File: src/design/rse_pkg.sv
package rse_pkg;

    localparam int KIND_BITS   = 3;
    localparam int REG_BITS    = 6;
    localparam int CYCLE_BITS  = 32;
    localparam int TICK_BITS   = 8;
    localparam int ACTION_BITS = 2;
    localparam int PHASE_BITS  = 3;
    localparam int CFG_BITS    = 8;

    localparam logic [KIND_BITS-1:0] KIND_ISSUE     = 3'd0;
    localparam logic [KIND_BITS-1:0] KIND_BROADCAST = 3'd1;
    localparam logic [KIND_BITS-1:0] KIND_START_EX  = 3'd2;
    localparam logic [KIND_BITS-1:0] KIND_TICK      = 3'd3;
    localparam logic [KIND_BITS-1:0] KIND_START_WR  = 3'd4;
    localparam logic [KIND_BITS-1:0] KIND_WR_STEP   = 3'd5;
    localparam logic [KIND_BITS-1:0] KIND_WR_ACK    = 3'd6;

    localparam logic [PHASE_BITS-1:0] PH_IDLE   = 3'd0;
    localparam logic [PHASE_BITS-1:0] PH_WAIT   = 3'd1;
    localparam logic [PHASE_BITS-1:0] PH_READY  = 3'd2;
    localparam logic [PHASE_BITS-1:0] PH_EXEC   = 3'd3;
    localparam logic [PHASE_BITS-1:0] PH_EXDONE = 3'd4;
    localparam logic [PHASE_BITS-1:0] PH_WRITE  = 3'd5;
    localparam logic [PHASE_BITS-1:0] PH_WRDONE = 3'd6;

    localparam logic [ACTION_BITS-1:0] ACT_NONE  = 2'd0;
    localparam logic [ACTION_BITS-1:0] ACT_BUS   = 2'd1;
    localparam logic [ACTION_BITS-1:0] ACT_STORE = 2'd3;

    localparam logic [REG_BITS-1:0] NO_REG = 6'd32;

    localparam logic CFG_EXEC_CYCLES = 1'b0;

    typedef struct packed {
        logic [PHASE_BITS-1:0]  phase;
        logic                   one_rdy;
        logic                   two_rdy;
        logic [TICK_BITS-1:0]   ticks;
        logic [ACTION_BITS-1:0] action;
    } t_ctl;

    typedef struct packed {
        logic args_ready;
        logic bus_request;
        logic store_request;
    } t_flags;

endpackage

File: src/design/reservation_station_entry.sv
// channel | direction | handshake                  | payload
// in      | input     | i_in_valid / o_in_ready    | i_kind .. i_unit_value
// out     | output    | o_out_valid / i_out_ready  | o_phase .. o_start_cycle
// cfg     | input     | i_cfg_we (no wait)         | i_cfg_idx, i_cfg_data
//
// Input beat to result beat: input register, then the entry state, which
// doubles as the result register. One beat per cycle, unless the output
// stalls; the state update logic between the two registers sets that.
// Synchronous active-low reset returns the entry to idle with exec_cycles 1.
// A stalled output holds the state; the input register still takes one beat.
module reservation_station_entry #(
    parameter int DATA_BITS = 32,
    parameter int TAG_BITS  = 4
) (
    input  logic                            i_clk,
    input  logic                            i_rst_n,
    input  logic                            i_cfg_we,
    input  logic                            i_cfg_idx,
    input  logic [rse_pkg::CFG_BITS-1:0]    i_cfg_data,
    input  logic                            i_in_valid,
    output logic                            o_in_ready,
    input  logic [rse_pkg::KIND_BITS-1:0]   i_kind,
    input  logic [TAG_BITS-1:0]             i_src1_tag,
    input  logic [DATA_BITS-1:0]            i_src1_value,
    input  logic [TAG_BITS-1:0]             i_src2_tag,
    input  logic [DATA_BITS-1:0]            i_src2_value,
    input  logic [rse_pkg::ACTION_BITS-1:0] i_write_action,
    input  logic [rse_pkg::REG_BITS-1:0]    i_dest_reg,
    input  logic [rse_pkg::CYCLE_BITS-1:0]  i_issue_clock,
    input  logic [TAG_BITS-1:0]             i_bus_tag,
    input  logic [DATA_BITS-1:0]            i_bus_value,
    input  logic [DATA_BITS-1:0]            i_unit_value,
    output logic                            o_out_valid,
    input  logic                            i_out_ready,
    output logic [rse_pkg::PHASE_BITS-1:0]  o_phase,
    output logic [DATA_BITS-1:0]            o_operand_one,
    output logic [DATA_BITS-1:0]            o_operand_two,
    output logic [DATA_BITS-1:0]            o_result_value,
    output logic [TAG_BITS-1:0]             o_wait_tag_one,
    output logic [TAG_BITS-1:0]             o_wait_tag_two,
    output logic                            o_args_ready,
    output logic                            o_bus_request,
    output logic                            o_store_request,
    output logic [rse_pkg::REG_BITS-1:0]    o_rename_reg,
    output logic                            o_unrename,
    output logic [rse_pkg::CYCLE_BITS-1:0]  o_start_cycle
);

    logic [rse_pkg::TICK_BITS-1:0] r_exec_cycles;

    logic                            r_in_vld;
    logic [rse_pkg::KIND_BITS-1:0]   r_kind;
    logic [TAG_BITS-1:0]             r_src1_tag;
    logic [DATA_BITS-1:0]            r_src1_value;
    logic [TAG_BITS-1:0]             r_src2_tag;
    logic [DATA_BITS-1:0]            r_src2_value;
    logic [rse_pkg::ACTION_BITS-1:0] r_write_action;
    logic [rse_pkg::REG_BITS-1:0]    r_dest_reg;
    logic [rse_pkg::CYCLE_BITS-1:0]  r_issue_clock;
    logic [TAG_BITS-1:0]             r_bus_tag;
    logic [DATA_BITS-1:0]            r_bus_value;
    logic [DATA_BITS-1:0]            r_unit_value;

    logic                            r_out_vld;
    rse_pkg::t_ctl                   r_ctl;
    logic [DATA_BITS-1:0]            r_op_one;
    logic [DATA_BITS-1:0]            r_op_two;
    logic [TAG_BITS-1:0]             r_wait_one;
    logic [TAG_BITS-1:0]             r_wait_two;
    logic [DATA_BITS-1:0]            r_result;
    logic [rse_pkg::CYCLE_BITS-1:0]  r_start_cycle;
    rse_pkg::t_flags                 r_flags;
    logic [rse_pkg::REG_BITS-1:0]    r_rename_reg;

    rse_pkg::t_ctl                   n_ctl;
    logic [DATA_BITS-1:0]            n_op_one;
    logic [DATA_BITS-1:0]            n_op_two;
    logic [TAG_BITS-1:0]             n_wait_one;
    logic [TAG_BITS-1:0]             n_wait_two;
    logic [DATA_BITS-1:0]            n_result;
    logic [rse_pkg::CYCLE_BITS-1:0]  n_start_cycle;
    rse_pkg::t_flags                 n_flags;
    logic [rse_pkg::REG_BITS-1:0]    n_rename_reg;

    logic advance;
    logic in_take;

    assign advance    = r_in_vld && (!r_out_vld || i_out_ready);
    assign o_in_ready = !r_in_vld || advance;
    assign in_take    = i_in_valid && o_in_ready;

    // station tag is implied in rename and bus requests; nothing to hold
    always_ff @(posedge i_clk) begin
        if (!i_rst_n) begin
            r_exec_cycles <= rse_pkg::TICK_BITS'(1);
        end else if (i_cfg_we && (i_cfg_idx == rse_pkg::CFG_EXEC_CYCLES)) begin
            r_exec_cycles <= i_cfg_data[rse_pkg::TICK_BITS-1:0];
        end
    end

    always_ff @(posedge i_clk) begin
        if (!i_rst_n) begin
            r_in_vld <= 1'b0;
        end else if (in_take) begin
            r_in_vld <= 1'b1;
        end else if (advance) begin
            r_in_vld <= 1'b0;
        end
    end

    always_ff @(posedge i_clk) begin
        if (in_take) begin
            r_kind         <= i_kind;
            r_src1_tag     <= i_src1_tag;
            r_src1_value   <= i_src1_value;
            r_src2_tag     <= i_src2_tag;
            r_src2_value   <= i_src2_value;
            r_write_action <= i_write_action;
            r_dest_reg     <= i_dest_reg;
            r_issue_clock  <= i_issue_clock;
            r_bus_tag      <= i_bus_tag;
            r_bus_value    <= i_bus_value;
            r_unit_value   <= i_unit_value;
        end
    end

    rse_step #(
        .DATA_BITS (DATA_BITS),
        .TAG_BITS  (TAG_BITS)
    ) u_step (
        .i_kind         (r_kind),
        .i_src1_tag     (r_src1_tag),
        .i_src1_value   (r_src1_value),
        .i_src2_tag     (r_src2_tag),
        .i_src2_value   (r_src2_value),
        .i_write_action (r_write_action),
        .i_dest_reg     (r_dest_reg),
        .i_issue_clock  (r_issue_clock),
        .i_bus_tag      (r_bus_tag),
        .i_bus_value    (r_bus_value),
        .i_unit_value   (r_unit_value),
        .i_exec_cycles  (r_exec_cycles),
        .i_ctl          (r_ctl),
        .i_op_one       (r_op_one),
        .i_op_two       (r_op_two),
        .i_wait_one     (r_wait_one),
        .i_wait_two     (r_wait_two),
        .i_result       (r_result),
        .i_start_cycle  (r_start_cycle),
        .o_ctl          (n_ctl),
        .o_op_one       (n_op_one),
        .o_op_two       (n_op_two),
        .o_wait_one     (n_wait_one),
        .o_wait_two     (n_wait_two),
        .o_result       (n_result),
        .o_start_cycle  (n_start_cycle),
        .o_flags        (n_flags),
        .o_rename_reg   (n_rename_reg)
    );

    // entry state doubles as the result register
    always_ff @(posedge i_clk) begin
        if (!i_rst_n) begin
            r_out_vld     <= 1'b0;
            r_ctl         <= '{phase: rse_pkg::PH_IDLE, default: '0};
            r_op_one      <= '0;
            r_op_two      <= '0;
            r_wait_one    <= '0;
            r_wait_two    <= '0;
            r_result      <= '0;
            r_start_cycle <= '0;
            r_flags       <= '0;
            r_rename_reg  <= rse_pkg::NO_REG;
        end else if (advance) begin
            r_out_vld     <= 1'b1;
            r_ctl         <= n_ctl;
            r_op_one      <= n_op_one;
            r_op_two      <= n_op_two;
            r_wait_one    <= n_wait_one;
            r_wait_two    <= n_wait_two;
            r_result      <= n_result;
            r_start_cycle <= n_start_cycle;
            r_flags       <= n_flags;
            r_rename_reg  <= n_rename_reg;
        end else if (i_out_ready) begin
            r_out_vld <= 1'b0;
        end
    end

    assign o_out_valid     = r_out_vld;
    assign o_phase         = r_ctl.phase;
    assign o_operand_one   = r_op_one;
    assign o_operand_two   = r_op_two;
    assign o_result_value  = r_result;
    assign o_wait_tag_one  = r_wait_one;
    assign o_wait_tag_two  = r_wait_two;
    assign o_args_ready    = r_flags.args_ready;
    assign o_bus_request   = r_flags.bus_request;
    assign o_store_request = r_flags.store_request;
    assign o_rename_reg    = r_rename_reg;
    assign o_unrename      = 1'b0;
    assign o_start_cycle   = r_start_cycle;

    a_store_done: assert property (@(posedge i_clk) disable iff (!i_rst_n)
        r_flags.store_request |-> (r_ctl.phase == rse_pkg::PH_WRDONE))
        else $error("store beat outside write done");

    a_bus_writing: assert property (@(posedge i_clk) disable iff (!i_rst_n)
        r_flags.bus_request |-> (r_ctl.phase == rse_pkg::PH_WRITE))
        else $error("bus request outside writing");

    a_args_ready: assert property (@(posedge i_clk) disable iff (!i_rst_n)
        r_flags.args_ready |-> (r_ctl.phase == rse_pkg::PH_READY) && r_ctl.one_rdy
                               && r_ctl.two_rdy)
        else $error("args ready without both operands");

    a_tags_clear: assert property (@(posedge i_clk) disable iff (!i_rst_n)
        (r_ctl.phase != rse_pkg::PH_WAIT) |-> (r_wait_one == '0) && (r_wait_two == '0))
        else $error("tag still awaited outside waiting");

    a_in_hold: assert property (@(posedge i_clk) disable iff (!i_rst_n)
        (r_in_vld && r_out_vld && !i_out_ready) |=> r_in_vld)
        else $error("held beat dropped under stall");

endmodule

File: src/design/rse_step.sv
module rse_step #(
    parameter int DATA_BITS = 32,
    parameter int TAG_BITS  = 4
) (
    input  logic [rse_pkg::KIND_BITS-1:0]   i_kind,
    input  logic [TAG_BITS-1:0]             i_src1_tag,
    input  logic [DATA_BITS-1:0]            i_src1_value,
    input  logic [TAG_BITS-1:0]             i_src2_tag,
    input  logic [DATA_BITS-1:0]            i_src2_value,
    input  logic [rse_pkg::ACTION_BITS-1:0] i_write_action,
    input  logic [rse_pkg::REG_BITS-1:0]    i_dest_reg,
    input  logic [rse_pkg::CYCLE_BITS-1:0]  i_issue_clock,
    input  logic [TAG_BITS-1:0]             i_bus_tag,
    input  logic [DATA_BITS-1:0]            i_bus_value,
    input  logic [DATA_BITS-1:0]            i_unit_value,
    input  logic [rse_pkg::TICK_BITS-1:0]   i_exec_cycles,
    input  rse_pkg::t_ctl                   i_ctl,
    input  logic [DATA_BITS-1:0]            i_op_one,
    input  logic [DATA_BITS-1:0]            i_op_two,
    input  logic [TAG_BITS-1:0]             i_wait_one,
    input  logic [TAG_BITS-1:0]             i_wait_two,
    input  logic [DATA_BITS-1:0]            i_result,
    input  logic [rse_pkg::CYCLE_BITS-1:0]  i_start_cycle,
    output rse_pkg::t_ctl                   o_ctl,
    output logic [DATA_BITS-1:0]            o_op_one,
    output logic [DATA_BITS-1:0]            o_op_two,
    output logic [TAG_BITS-1:0]             o_wait_one,
    output logic [TAG_BITS-1:0]             o_wait_two,
    output logic [DATA_BITS-1:0]            o_result,
    output logic [rse_pkg::CYCLE_BITS-1:0]  o_start_cycle,
    output rse_pkg::t_flags                 o_flags,
    output logic [rse_pkg::REG_BITS-1:0]    o_rename_reg
);

    logic hit_one;
    logic hit_two;
    logic one_now;
    logic two_now;

    assign hit_one = !i_ctl.one_rdy && (i_bus_tag != '0) && (i_bus_tag == i_wait_one);
    assign hit_two = !i_ctl.two_rdy && (i_bus_tag != '0) && (i_bus_tag == i_wait_two);
    assign one_now = i_ctl.one_rdy || hit_one;
    assign two_now = i_ctl.two_rdy || hit_two;

    always_comb begin
        o_ctl         = i_ctl;
        o_op_one      = i_op_one;
        o_op_two      = i_op_two;
        o_wait_one    = i_wait_one;
        o_wait_two    = i_wait_two;
        o_result      = i_result;
        o_start_cycle = i_start_cycle;
        o_flags       = '0;
        o_rename_reg  = rse_pkg::NO_REG;
        case (i_kind)
            rse_pkg::KIND_ISSUE: begin
                o_start_cycle = i_issue_clock;
                o_ctl.ticks   = i_exec_cycles;
                o_ctl.action  = i_write_action;
                o_result      = '0;
                o_ctl.one_rdy = (i_src1_tag == '0);
                o_ctl.two_rdy = (i_src2_tag == '0);
                o_wait_one    = i_src1_tag;
                o_wait_two    = i_src2_tag;
                o_op_one      = (i_src1_tag == '0) ? i_src1_value : '0;
                o_op_two      = (i_src2_tag == '0) ? i_src2_value : '0;
                o_ctl.phase   = ((i_src1_tag == '0) && (i_src2_tag == '0)) ?
                                rse_pkg::PH_READY : rse_pkg::PH_WAIT;
                if ((i_dest_reg != '0) && (i_dest_reg < rse_pkg::NO_REG)) begin
                    o_rename_reg = i_dest_reg;
                end
            end
            rse_pkg::KIND_BROADCAST: begin
                if (i_ctl.phase == rse_pkg::PH_WAIT) begin
                    if (hit_one) begin
                        o_op_one      = i_bus_value;
                        o_ctl.one_rdy = 1'b1;
                        o_wait_one    = '0;
                    end
                    if (hit_two) begin
                        o_op_two      = i_bus_value;
                        o_ctl.two_rdy = 1'b1;
                        o_wait_two    = '0;
                    end
                    if (one_now && two_now) begin
                        o_ctl.phase        = rse_pkg::PH_READY;
                        o_flags.args_ready = 1'b1;
                    end
                end
            end
            rse_pkg::KIND_START_EX: begin
                if (i_ctl.phase == rse_pkg::PH_READY) begin
                    o_ctl.phase = rse_pkg::PH_EXEC;
                end
            end
            rse_pkg::KIND_TICK: begin
                if (i_ctl.phase == rse_pkg::PH_EXEC) begin
                    if (i_ctl.ticks <= rse_pkg::TICK_BITS'(1)) begin
                        o_ctl.ticks = '0;
                        o_result    = i_unit_value;
                        o_ctl.phase = rse_pkg::PH_EXDONE;
                    end else begin
                        o_ctl.ticks = i_ctl.ticks - rse_pkg::TICK_BITS'(1);
                    end
                end
            end
            rse_pkg::KIND_START_WR: begin
                if (i_ctl.phase == rse_pkg::PH_EXDONE) begin
                    o_ctl.phase = rse_pkg::PH_WRITE;
                end
            end
            rse_pkg::KIND_WR_STEP: begin
                if (i_ctl.phase == rse_pkg::PH_WRITE) begin
                    case (i_ctl.action)
                        rse_pkg::ACT_NONE: begin
                            o_ctl.phase = rse_pkg::PH_WRDONE;
                        end
                        rse_pkg::ACT_BUS: begin
                            o_flags.bus_request = 1'b1;
                        end
                        rse_pkg::ACT_STORE: begin
                            o_flags.store_request = 1'b1;
                            o_ctl.phase           = rse_pkg::PH_WRDONE;
                        end
                        default: begin
                            // program counter write: hold in writing
                        end
                    endcase
                end
            end
            rse_pkg::KIND_WR_ACK: begin
                if (i_ctl.phase == rse_pkg::PH_WRITE) begin
                    o_ctl.phase = rse_pkg::PH_WRDONE;
                end
            end
            default: begin
            end
        endcase
    end

endmodule
File: config.mk
export PLATFORM = sky130hd
export DESIGN_NAME = reservation_station_entry
export DESIGN_NICKNAME = d
export VERILOG_FILES = /design/src/design/rse_pkg.sv /design/src/design/reservation_station_entry.sv /design/src/design/rse_step.sv
export SDC_FILE = /design/constraint.sdc
export NUM_CORES = 1
export LEC_CHECK = 0
export ABC_CLOCK_PERIOD_IN_PS = 8500
export BUFFER_PORTS_ARGS = -buffer_cell sky130_fd_sc_hd__buf_2
export CAP_MARGIN = 20
export CELL_PAD_IN_SITES_DETAIL_PLACEMENT = 0
export CELL_PAD_IN_SITES_GLOBAL_PLACEMENT = 1
export CORE_MARGIN = 3
export CORE_UTILIZATION = 44
export CTS_CLUSTER_SIZE = 14
export DETAILED_ROUTE_END_ITERATION = 10
export MAX_ROUTING_LAYER = met4
export PLACE_DENSITY_LB_ADDON = 0.12
export REMOVE_ABC_BUFFERS = 1
export SYNTH_ARGS = -nofsm -noshare
export SYNTH_HDL_FRONTEND = slang
export SYNTH_SLANG_ARGS = --single-unit
File: constraint.sdc
create_clock -name i_clk -period 8.5 [get_ports i_clk]
set_input_delay 0.85 -clock i_clk [delete_from_list [all_inputs] [get_ports i_clk]]
set_output_delay 0.85 -clock i_clk [all_outputs]
set_load 0.05 [all_outputs]
# Yosys cells after proc, flatten, opt, wreduce, memory -nomap -nowiden
# Index checks and enable logic that the tools add are counted.
dict set report word_totals {
  mem_bits_rw 0
  word_cells 142
  mem_bits_ro 0
  latch_bits 0
  inputBits 197
  regBits 353
  mem_count 0
  output_inout_bits 151
}
dict set report classes {
  n_eq_ne 26
  n_reduce_logical 36
  add_sub_neg 1
  bitwise 1
  order_cmp 2
  muxes 47
  n_mul 0
  shifts 0
  n_div 0
}
# op count
set op_table {}
lappend op_table {{$mux W32} 8}
lappend op_table {{$pmux W32 S2} 3}
lappend op_table {{$mux W3} 8}
lappend op_table {{$pmux W3 S7} 1}
lappend op_table {{$ne A2 B1 Y1 const B} 10}
lappend op_table {{$mux W4} 4}
lappend op_table {{$mux W8} 2}
lappend op_table {{$pmux W4 S2} 2}
lappend op_table {{$pmux W8 S2} 1}
lappend op_table {{$eq A3 B3 Y1 const B} 5}
lappend op_table {{$eq A3 B2 Y1 const B} 4}
lappend op_table {{$mux W6} 2}
lappend op_table {{$reduce_and A4 Y1} 3}
lappend op_table {{$mux W1} 11}
lappend op_table {{$reduce_and A11 Y1} 1}
lappend op_table {{$logic_and A1 B1 Y1} 10}
lappend op_table {{$eq A4 B4 Y1} 2}
lappend op_table {{$le A8 B1 Y1 const B} 1}
lappend op_table {{$logic_not A4 Y1} 2}
lappend op_table {{$reduce_bool A2 Y1} 4}
lappend op_table {{$sub A8 B1 Y8 const B} 1}
lappend op_table {{$reduce_bool A7 Y1} 1}
lappend op_table {{$eq A3 B1 Y1 const B} 2}
lappend op_table {{$lt A6 B6 Y1 const B} 1}
lappend op_table {{other kinds (16)} 24}

# Longest topological paths before layout
dict set report depth {
  word_depth 8
  depth_mapped 10
}

# Hierarchy
# A second synthesis with hierarchy kept.
dict set report unflattened {
  hier_cells 1465
  hier_area_um2 15383.5
}
# mod cells_each n_inst area_each_um2 seq_area_each_um2
set by_module_without_submodules {}
lappend by_module_without_submodules {reservation_station_entry 929 1 12310.6 8898.5}
lappend by_module_without_submodules {rse_step 536 1 3072.9 0.0}

# Worst setup path after synthesis
# OpenSTA, ideal clock, no wires.
dict set report synth_timing {
  kind {input-to-reg}
  from {input i_out_ready}
  to {register r_bus_tag[0], enable pin}
  cell_stages 3
  setup_ps 565
  slack_ps 2400
  required_time_ps 7935
  path_buffers 0
  arrival_time_ps 5536
  path_cell_list {nor2b_1 > nand2_1 > and2_1}
}
dict set report synth_between {
  elab_chain_cells 4
}
# item line
set synth_lines {}
lappend synth_lines {{start: declaration} reservation_station_entry.sv:34} ;# input logic i_out_ready,
lappend synth_lines {{$logic_or A1 B1 Y1} reservation_station_entry.sv:88} ;# assign advance = r_in_vld && (!r_out_vld || i_out_ready);
lappend synth_lines {{$logic_and A1 B1 Y1} reservation_station_entry.sv:88}
lappend synth_lines {{$logic_or A1 B1 Y1} reservation_station_entry.sv:89} ;# assign o_in_ready = !r_in_vld || advance;
lappend synth_lines {{net o_in_ready} reservation_station_entry.sv:21} ;# output logic o_in_ready,
lappend synth_lines {{$logic_and A1 B1 Y1} reservation_station_entry.sv:90} ;# assign in_take = i_in_valid && o_in_ready;
lappend synth_lines {{net in_take} reservation_station_entry.sv:86} ;# logic in_take;
lappend synth_lines {{end signal: assignment} reservation_station_entry.sv:121} ;# r_bus_tag <= i_bus_tag;
lappend synth_lines {{end: declaration} reservation_station_entry.sv:60} ;# logic [TAG_BITS-1:0] r_bus_tag;
# The timed path passes the listed nets, and every way through them passes these cells.
# A chain may end at the register's enable or synchronous reset.

# Worst setup path after layout
dict set report layout_timing {
  from {register r_kind[2] in the netlist's numbering}
  to {register r_result[17], in the netlist o_result_value[17]}
}
dict set report layout_between {
  elab_chain_cells 3
  elab_cells_between_ends 7
}
# item line
set layout_lines {}
lappend layout_lines {{start: declaration} reservation_station_entry.sv:52} ;# logic [rse_pkg::KIND_BITS-1:0] r_kind;
lappend layout_lines {{start signal: assignment} reservation_station_entry.sv:113} ;# r_kind <= i_kind;
lappend layout_lines {{$eq A3 B2 Y1 / $logic_not A3 Y1 (equally long branches)} rse_step.sv:55} ;# case (i_kind)
lappend layout_lines {{$ne A2 B1 Y1 (no line) / $reduce_bool A2 Y1 (equally long branches)} -}
lappend layout_lines {{$reduce_and A4 Y1 (no line)} -}
lappend layout_lines {{end signal: assignment} reservation_station_entry.sv:181} ;# r_result <= n_result;
lappend layout_lines {{end: declaration} reservation_station_entry.sv:70} ;# logic [DATA_BITS-1:0] r_result;
# Parallel ways exist; a longest one is shown, timed or not.

==> impl_results.md <==
* Initial DRC Count at 472
* GRT overflow at 0
* Clock network power share at 43.6%
* Via Count at 9,072
* Largest net degree at the start of global routing at 94
* Status: complete, no violations
* Slew HR at 32.95%
* Worst VDD drop at 0.0001602 V
* Vias per cell at 5.080
* Worst-Skew Late Latency at 530 ps
* Cell Area, Synth at 0.01284 mm2
* ANT nets after route at 0
* Antenna violations before repair at 11
* Arr. time, crit path at 3770 ps
* Max Buffers Root-to-Sink at 3
* Mean Syn Cell Area at 12.24 um2
* Cell area power density at 231.6 mW/mm2
* Synth area leader: edfxtp_1
* Part of the power in registers at 51.1%
* Cell internal pwr at 2892 uW
* PostCTS Resize Cnt at 0
* Psw at 808.9 uW
* Fin. Hold Viols at 0
* CTS Sinks at 353
* Core Area at 0.02824 mm2
* CTS tree: done
* TNS Setup at 0 ps
* Starting density of the core at 45.45%
* Die area at 0.03126 mm2
* Sw frac at 21.85%
* Lkg Pwr at 0.006178 uW
* Num CTS Buffers at 38
* Clock slew at reported path FFs at 60 ps
* Yosys warns at 0
* Post-DP HPWL at 21,680 um
* Num rows at 61
* Flop and latch count out of synthesis at 353
* Most common cell after layout, fill and taps aside: buf_2
* Largest cells by area after synthesis: edfxtp_1 43%, dfxtp_1 27%, a22oi_1 4.4%
* Number of synthesized flops with an enable pin at 183
* Wire length per cell at 18.30 um
* CTS H-tree depth at 2
* Comb power frac at 5.4%
* Nets at 1,572
* Worst Tran Pin Value at 1003 ps
* CTS root buffer: clkbuf_16
* IO Pins at 348
* Port bufs at 346
* Post-synthesis sequential area ratio at 69.32%
* First-pass GRT wire length at 49,690 um
* Final period util at 40.09%
* Count of cell types in the netlist at 49
* Post-CTS Setup Bufs at 0
* Setup crit start kind: flip-flop
* Gr usage total at 20.94%
* Hold buffers post-CTS at 0
* Commonest cells after routing, fill and taps aside: 346 x buf_2, 183 x edfxtp_1, 170 x dfxtp_1
* Mapped Cells at 1,049
* Fin. max-slew vios at 0
* Die width at 176.8 um
* Vias in the first global route at 8,946
* RSZ-0062 raised after global routing: no
* Crit-path max FO at 36
* DRC at 0
* Worst r2r src: r_kind[2]
* Final wirelength at 32,680 um
* Max-cap viol count at 0
* Top-area cell type share of the netlist area at 42.81%
* Final setup viols at 0
* Worst Hold Class: reg -> reg
* Final min period at 3408 ps
* Die Ht at 176.8 um
* Max Fclk at 293.5 MHz
* Power, Total at 3701 uW
* Main synth FF type: edfxtp_1
* Worst endpoint required time at 8870 ps
* Drt pass-1 iters at 5
* Setup crit end kind: flip-flop
* Clk_skew at 16.28 ps
* GPL Wtd Cong at 0.8095
* FFs w/ async S/R, synth at 0%
* Kind of critical path: reg -> reg
* Min-delay src: o_result_value[16]
* Layout area overhead at 24.51%
* Share of cells above drive strength 1 at 30.85%
* Crit path from: r_kind[2]
[area by class of cell]
type,count,area [um2]
Antenna cell,11,27.53
Clock buffer,59,1142
Clock inverter,11,97.59
Fill cell,2470,12260
Inverter,9,38.79
Multi-Input combinational cell,609,3450
Sequential cell,353,8899
Tap cell,378,473.0
Timing Repair Buffer,356,1854
[synth_stat cells (2+ instances only)]
cell type	instances
buf_4	6
nor2_1	104
dfxtp_1	170
buf_2	10
inv_1	9
clkbuf_8	6
a311oi_1	4
o31ai_1	3
ha_1	8
o21ai_0	13
and2_1	7
clkbuf_1	43
a21oi_1	84
a21o_1	2
xor2_1	6
edfxtp_1	183
nand4_1	3
nor2b_1	5
buf_6	8
or4_1	2
or2_2	4
buf_12	3
mux2i_1	9
nand3_1	39
a22oi_1	76
nand2b_1	11
nand2_1	136
dlygate4sd3_1	2
nor3_1	8
a211oi_1	66
[final timing paths]
path	end	cells after the start	slack [ps]
hold / removal	o_result_value[16]	2	450
hold reg to reg	o_result_value[16]	2	450
setup reg to reg	o_result_value[17]	7	5090
setup / recovery	o_result_value[17]	7	5090
[cells by family (layout without fill, tap and decap cells)]
| family | after synthesis | in the layout | synth area share (%) |
|---|---|---|---|
| adder cells (fa/ha/maj) | 8 | 8 | 0.7798 |
| AO/OA/AOI/OAI | 260 | 260 | 13.73 |
| buffers and inverters | 87 | 435 | 4.230 |
| other | 1 | 12 | 0.02921 |
| AND/OR/NAND/NOR | 325 | 325 | 10.79 |
| flip-flops | 353 | 353 | 69.32 |
| XOR/XNOR | 6 | 6 | 0.4094 |
| multiplexers | 9 | 9 | 0.7019 |
[per-stage QoR]
| step | worst slack (ps) | std cells | utilization [%] | hold WS (ps) | cell area (um2) |
|---|---|---|---|---|---|
| 2_1_floorplan | 2400 | 971 | - | 435.7 | 12330 |
| 3_3_place_gp | 4802 | 1702 | 51.86 | 437.4 | 14640 |
| 3_5_place_dp | 4704 | 1703 | 51.95 | 443.7 | 14670 |
| 4_1_cts | 4709 | 1773 | 56.34 | 451.4 | 15910 |
| 5_1_grt | 4738 | 1786 | 56.59 | 469.6 | 15980 |
| 6_report | 5092 | 1786 | 56.59 | 446.7 | 15980 |
[routing by layer]
| layer | share of wire, % | up-vias | routed length (um) | GRT usage [%] |
|---|---|---|---|---|
| met5 | 0 | - | 0 | - |
| met4 | 2.0 | 0 | 639 | 6.678 |
| met3 | 7.1 | 45 | 2321 | 5.706 |
| met2 | 50 | 268 | 16460 | 34.65 |
| met1 | 41 | 4285 | 13260 | 25.06 |
| li1 | - | 4474 | - | - |
[power by group through the flow]
stage / logic, uW / registers [uW] / clock network (uW)
6_report: 199 / 1890 / 1610
5_1_grt: 218 / 1890 / 1730
4_1_cts: 199 / 1890 / 1650
3_5_place_dp: 199 / 1930 / 0
3_3_place_gp: 197 / 1920 / 0
2_1_floorplan: 78.2 / 1960 / 0
[worst max-delay path, cell delays in order, from the launching register on]
cell and delay, ps:
edfxtp_1 640, nor2b_4 770, nand4_1 210, a21oi_2 560, nand2_1 590, buf_8 340, nand2_1 70, a21oi_1 60
Power figures use the tool's default switching activity.
